`src/gmp_pkg.sv`:
```
`default_nettype none
package gmp_pkg;

    // grid size limits
    localparam int MAX_COLS = 1024;
    localparam int MAX_ROWS = 1024;

    // index widths, kept at one bit or more for a single-column or single-row limit
    localparam int COL_W = (MAX_COLS > 1) ? $clog2(MAX_COLS) : 1;
    localparam int ROW_W = (MAX_ROWS > 1) ? $clog2(MAX_ROWS) : 1;

    // fixed field widths
    localparam int CNT_W   = 11;
    localparam int VALUE_W = 16;
    localparam int SCORE_W = 32;
    localparam int CFG_IDX_W = 1;

    // register indexes
    typedef enum logic [CFG_IDX_W-1:0] {
        CFG_ROW_COUNT = 1'b0,
        CFG_COL_COUNT = 1'b1
    } t_cfg_idx;

    // where the current cell sits in the grid
    typedef struct packed {
        logic first_row;
        logic first_col;
    } t_pos;

    // effective column count minus one: zero acts as one, above the limit acts as the limit
    function automatic logic [COL_W-1:0] cols_m1(input logic [CNT_W-1:0] raw);
        logic [COL_W-1:0] res;
        if (raw == '0) begin
            res = '0;
        end else if (int'(raw) > MAX_COLS) begin
            res = COL_W'(MAX_COLS - 1);
        end else begin
            res = COL_W'(raw - CNT_W'(1));
        end
        return res;
    endfunction

    // effective row count minus one
    function automatic logic [ROW_W-1:0] rows_m1(input logic [CNT_W-1:0] raw);
        logic [ROW_W-1:0] res;
        if (raw == '0) begin
            res = '0;
        end else if (int'(raw) > MAX_ROWS) begin
            res = ROW_W'(MAX_ROWS - 1);
        end else begin
            res = ROW_W'(raw - CNT_W'(1));
        end
        return res;
    endfunction

endpackage
`default_nettype wire

```
`src/gmp_step.sv`:
```
`default_nettype none
module gmp_step (
    input  wire logic signed [gmp_pkg::VALUE_W-1:0] i_value,
    input  wire logic        [gmp_pkg::SCORE_W-1:0] i_above,
    input  wire logic        [gmp_pkg::SCORE_W-1:0] i_left,
    input  wire logic        [gmp_pkg::SCORE_W-1:0] i_diag,
    input  wire gmp_pkg::t_pos                      i_pos,
    output logic             [gmp_pkg::SCORE_W-1:0] o_score
);
    import gmp_pkg::*;

    logic signed [SCORE_W-1:0] w_v;
    logic signed [SCORE_W-1:0] w_from_up;
    logic signed [SCORE_W-1:0] w_from_left;
    logic signed [SCORE_W-1:0] w_from_diag;
    logic signed [SCORE_W-1:0] w_best_ul;
    logic signed [SCORE_W-1:0] w_best;

    // candidate scores, all wrapping at 32 bits
    assign w_v         = SCORE_W'(i_value);
    assign w_from_up   = $signed(i_above) + w_v;
    assign w_from_left = $signed(i_left) + w_v;
    assign w_from_diag = $signed(i_diag) + (w_v <<< 1);

    // signed three-way maximum
    assign w_best_ul = (w_from_up >= w_from_left) ? w_from_up : w_from_left;
    assign w_best    = (w_best_ul >= w_from_diag) ? w_best_ul : w_from_diag;

    // edges of the grid are plain running sums
    always_comb begin
        case ({i_pos.first_row, i_pos.first_col})
            2'b11:   o_score = w_v;
            2'b10:   o_score = w_from_left;
            2'b01:   o_score = w_from_up;
            default: o_score = w_best;
        endcase
    end

endmodule
`default_nettype wire

```
`config.mk`:
```
export PLATFORM = sky130hd
export DESIGN_NAME = gmp_step
export DESIGN_NICKNAME = d
export VERILOG_FILES = /design/src/gmp_pkg.sv /design/src/gmp_step.sv
export SDC_FILE = /design/constraint.sdc
export NUM_CORES = 1
export LEC_CHECK = 0
export BUFFER_PORTS_ARGS = -buffer_cell sky130_fd_sc_hd__buf_2
export CAP_MARGIN = 20
export CORE_UTILIZATION = 55
export DETAILED_ROUTE_END_ITERATION = 10
export PLACE_DENSITY = 0.85
export RECOVER_POWER = 25
export SYNTH_ARGS = -nofsm -noshare
export SYNTH_HDL_FRONTEND = slang
export SYNTH_SLANG_ARGS = --single-unit
```
`constraint.sdc`:
```
create_clock -name vclk -period 19.7
set_input_delay 2.955 -clock vclk [all_inputs]
set_output_delay 2.955 -clock vclk [all_outputs]
set_load 0.02 [all_outputs]
```
==> out/qor.csv, run 1 <==
stage,metric,value,unit
worst_setup_path,worstSetupPathType,in -> out,
worst_setup_path,cp_common_cell,a21oi_1,
outcome,violations,"capacitance limit, slew limit",
die,die-area,14600,µm²
worst_setup_path,worstSetupEndpointType,primary output,
worst_setup_path,slowest_delay,2.28,ns
yosys,synth_warnings,0,
global_routing,grt_max_degree,55,
place,post-dp-hpwl,20700,µm
cts,cts_setup_buffers,0,
cts,ctsHoldBuffers,0,
job,drv_cap,1,
place,globalplace.congestion,1.02,
global_routing,grt-ovfl-total,0,
yosys,synth.top_cell.area_share,0.249,
timing,fin_crit,17.24,ns
timing,grt_setup_unrepaired,false,
pwr,seqPwrFrac,0,
yosys,yosys.area.top_type,ha_1,
timing,finalMaxSlewViolations,17,
pwr,intPower,0.242,mW
cells_and_area,layout_commonest_cell,ha_1,
worst_setup_path,critical_path.top_delay_family,compound AO/OA/AOI/OAI gates,
timing,period_share,0.875,
cells_and_area,ff_latch_area,0,µm²
drt,wl_per_cell,17.7,µm
die,rows,42,
worst_setup_path,worstSetupStartpointType,input pin,
timing,finalHoldViolCount,0,
yosys,synth.distinct_cells,82,
global_routing,grt_pass1_vias,7849,
pwr,pwr-share-clk,0,
die,initial_core_util,0.573,
timing,finalSetupViolations,0,
pwr,p_sw,0.375,mW
cells_and_area,layout_common_cells,"154 x ha_1, 142 x buf_2, 123 x a21oi_1",
pwr,power,0.617,mW
worst_setup_path,cp_num_cells,34,
min_path,hold_depth,4,
drt,wirelength,24700,µm
global_routing,grt_use_total,0.325,
yosys,netlist_instances,1089,
cells_and_area,syn_to_final_growth,11.0,%
drt,dr.pass1.iters,8,
timing,tns,0,ns
drt,drc,0,
global_routing,grt_pass1_wl,38600,µm
die,die_w,121,µm
pwr,leakagePower,4.24,nW
outcome,status,finished with violations,
cells_and_area,final_nets,1489,
yosys,yosys-top-cells-area,"ha_1 25%, a21oi_1 8.0%, o21ai_0 5.5%",
worst_setup_path,critPathMaxFanout,54,
cts,cts_resized,0,
worst_setup_path,critPathBufInv,5,
timing,max_freq,58.0,MHz
worst_setup_path,worstPathArrival,14.28,ns
min_path,hold_class,in -> out,
cells_and_area,drive_above_1_share,0.151,
yosys,avgSynthCellArea,7.11,µm²
yosys,mappedNetlistArea,7740,µm²
worst_setup_path,required,16.75,ns
drt,drtIter0Drc,1147,
cells_and_area,diodes,0,
timing,worst_pin_slew,2.96,ns
cells_and_area,seq_cells,0,
die,die_y,121,µm
yosys,seq_area_frac_synth,0,
die,pin_count,146,
drt,vias_per_cell,6.55,
pwr,sw_frac_of_total,0.607,
pwr,vdd_drop_max,34.5,µV
pwr,combPwrFrac,1.000,
timing,slew_headroom,-0.971,
yosys,synth_fp_nets,1360,
global_routing,antenna_found_initial,0,
pwr,power_density,71.9,nW/µm²
worst_setup_path,slowest_stage,a221oi_1,
drt,vias,9114,
place,portBuffers,146,
cells_and_area,clkbuf_count,0,
die,fp.coreArea,13500,µm²
drt,postRouteAntennaNets,0,
-- final timing paths --
kind | slack (ns) | end | start
worst min-delay path | 6.42 | o_score[1] | i_diag[1]
worst max-delay path | 2.46 | o_score[11] | i_value[15]
-- per-stage QoR --
stage | setup slack (ns) | util | std cells | instance area (µm²) | hold WS (ns)
6_report | 2.46 | 0.636 | 1392 | 8590 | 6.42
5_1_grt | 1.85 | 0.636 | 1392 | 8590 | 6.46
3_3_place_gp | 4.64 | 0.638 | 1392 | 8620 | 6.42
4_1_cts | 4.46 | 0.638 | 1392 | 8620 | 6.42
3_5_place_dp | 4.45 | 0.638 | 1392 | 8620 | 6.41
2_1_floorplan | 6.29 | - | 1089 | 7740 | 6.18
-- per-layer routing --
layer	GRT usage	part of all wire
met5	0	0
met4	0.0741	0.025
met3	0.0392	0.11
met2	0.497	0.42
met1	0.478	0.44
-- cells in the mapped netlist, drive strengths merged (9+ instances only) --
cell and n:
nand2b 16, nor2b 9, a211o 12, mux2 12, ha 154, inv 58, a211oi 20, and3 12
o21a 10, clkbuf 18, xnor2 42, a21o 48, nand4 18, xor2 36, mux2i 23, o21ai 87
o31ai 9, a31oi 10, o211ai 18, nand3 28, nand2 95, o21bai 11, a21oi 123, nor2 64
nor3 27, or3 10
-- logic make-up after synthesis --
kind of cell	count (synthesis)	share of synthesized area
AO/OA/AOI/OAI	424	0.365
buffers and inverters	82	0.0430
multiplexers	35	0.0487
XOR/XNOR	78	0.0882
adder cells (fa/ha/maj)	158	0.258
AND/OR/NAND/NOR	312	0.197
-- tightest hold or removal path, delay by kind of cell --
family	cells	cell delay, ns
buffers and inverters	2	0.23
AO/OA/AOI/OAI	1	0.14
adder cells (fa/ha/maj)	1	0.13
-- layout make-up --
cell class	instances	area, µm²
fill	1239	4920
multi-input combinational	1007	7390
inverter	58	218
tap	176	220
timing repair buffer	151	759
-- power groups by stage --
stage / sequential [mW] / combinational [mW] / clock [mW]
CTS: 0 / 0.601 / 0
floorplan: 0 / 0.449 / 0
detailed placement: 0 / 0.599 / 0
global placement: 0 / 0.588 / 0
global route: 0 / 0.669 / 0
finish: 0 / 0.617 / 0
(Power assumes the default switching activity.)
==> run 2: changes to the inputs <==
PLACE_DENSITY = 0.79   (was 0.85)
==> out/qor.csv, run 2 (same netlist as run 1, synthesis figures left out) <==
stage,metric,value,unit
outcome,status,finished with violations,
outcome,violations,"capacitance limit, slew limit",
drt,wl_per_cell,17.7,µm
timing,period_share,0.882,
cells_and_area,fillers,1265,
worst_setup_path,critPathMaxFanout,54,
die,initial_core_util,0.573,
worst_setup_path,worstSetupEndpointType,primary output,
place,globalplace.congestion,0.991,
worst_setup_path,required,16.75,ns
cells_and_area,seq_cells,0,
global_routing,met3_usage,0.0623,
die,fp.coreArea,13500,µm²
cells_and_area,clkbuf_count,0,
global_routing,grt_max_degree,55,
global_routing,antenna_found_initial,0,
timing,finalSetupViolations,0,
place,dpl_worst_slack,4.23,ns
drt,postRouteAntennaNets,0,
cts,cts_resized,0,
timing,max_freq,57.5,MHz
global_routing,grt_pass1_wl,38800,µm
timing,worst_pin_slew,3.03,ns
timing,finalMaxSlewViolations,17,
worst_setup_path,slowest_stage,a221oi_1,
timing,grt_setup_unrepaired,false,
worst_setup_path,worstSetupStartpointType,input pin,
die,rows,42,
job,drv_cap,1,
place,dpl_cell_area,8620,µm²
pwr,power_density,71.5,nW/µm²
drt,wirelength,24700,µm
cells_and_area,drive_above_1_share,0.154,
cts,cts_setup_buffers,0,
global_routing,grt.met1_usage,0.479,
worst_setup_path,worstPathArrival,14.43,ns
die,pin_count,146,
global_routing,grt_use_total,0.327,
global_routing,use_met2,0.486,
timing,slew_headroom,-1.02,
timing,fin_crit,17.38,ns
min_path,worstHoldStart,i_diag[1],
place,portBuffers,146,
worst_setup_path,worstSetupPathType,in -> out,
worst_setup_path,cp_common_cell,a21oi_1,
timing,fin_ws,2.32,ns
global_routing,grt-ovfl-total,0,
timing,fin_hold_ws,6.41,ns
drt,vias,9119,
drt,drc,0,
die,die_y,121,µm
cells_and_area,final_nets,1489,
die,die_w,121,µm
pwr,leakagePower,4.25,nW
timing,finalHoldViolCount,0,
cells_and_area,ff_latch_area,0,µm²
die,die-area,14600,µm²
pwr,vdd_drop_max,31.6,µV
drt,vias_per_cell,6.55,
min_path,hold_class,in -> out,
cells_and_area,syn_to_final_growth,11.1,%
min_path,hold_depth,4,
cts,ctsHoldBuffers,0,
cells_and_area,layout_commonest_cell,ha_1,
pwr,power,0.615,mW
place,post-dp-hpwl,20700,µm
drt,dr.pass1.iters,6,
global_routing,grt_pass1_vias,7968,
cells_and_area,diodes,0,
cells_and_area,layout_common_cells,"154 x ha_1, 143 x buf_2, 123 x a21oi_1",
min_path,worstHoldEndpoint,o_score[1],
cells_and_area,fin_area,8600,µm²
global_routing,grt.busiest_layer,met2,
timing,tns,0,ns
drt,drtIter0Drc,759,
worst_setup_path,slowest_delay,2.33,ns
run 2: worst max path at each step:
stage	from	end	slack [ns]	cells past startpoint
global route	i_value[15]	o_score[13]	1.67	33
finish	i_value[15]	o_score[13]	2.32	33
global placement	i_value[15]	o_score[13]	4.53	32
floorplan	i_value[11]	o_score[13]	6.29	33
CTS	i_value[15]	o_score[13]	4.21	33
detailed placement	i_value[15]	o_score[13]	4.23	32
run 2: final cells by class:
class / count / area [µm²] / share of cell area
multi-input combinational: 1007 / 7400 / 0.860
timing repair buffer: 151 / 764 / 0.0889
tap: 176 / 220 / 0.0256
inverter: 58 / 218 / 0.0253
run 2: routing by layer:
| layer | share of wire | vias up |
|---|---|---|
| met5 | 0 | - |
| met1 | 0.46 | 4124 |
| li1 | - | 4439 |
| met2 | 0.40 | 498 |
| met3 | 0.11 | 58 |
| met4 | 0.025 | 0 |
run 2: stage by stage:
step	cells	utilization
after floorplan	1089	-
after CTS	1392	0.638
after detailed placement	1392	0.638
after global placement	1392	0.638
after global routing	1392	0.637
final	1392	0.637
run 2: critical path, delay by kind of cell:
kind            cells  cell delay (ns)
xor+xnor            1             0.25
buf+inv             5             1.22
fa+ha+maj           3             1.17
simple gates        8             2.71
compound gates     15             5.67
mux                 1             0.41
run 2: power breakdown:
part	leakage (nW)	internal [mW]	switching, mW	total [mW]
logic	4.25	0.243	0.372	0.615
registers	0	0	0	0
clock network	0	0	0	0
total	4.25	0.243	0.372	0.615
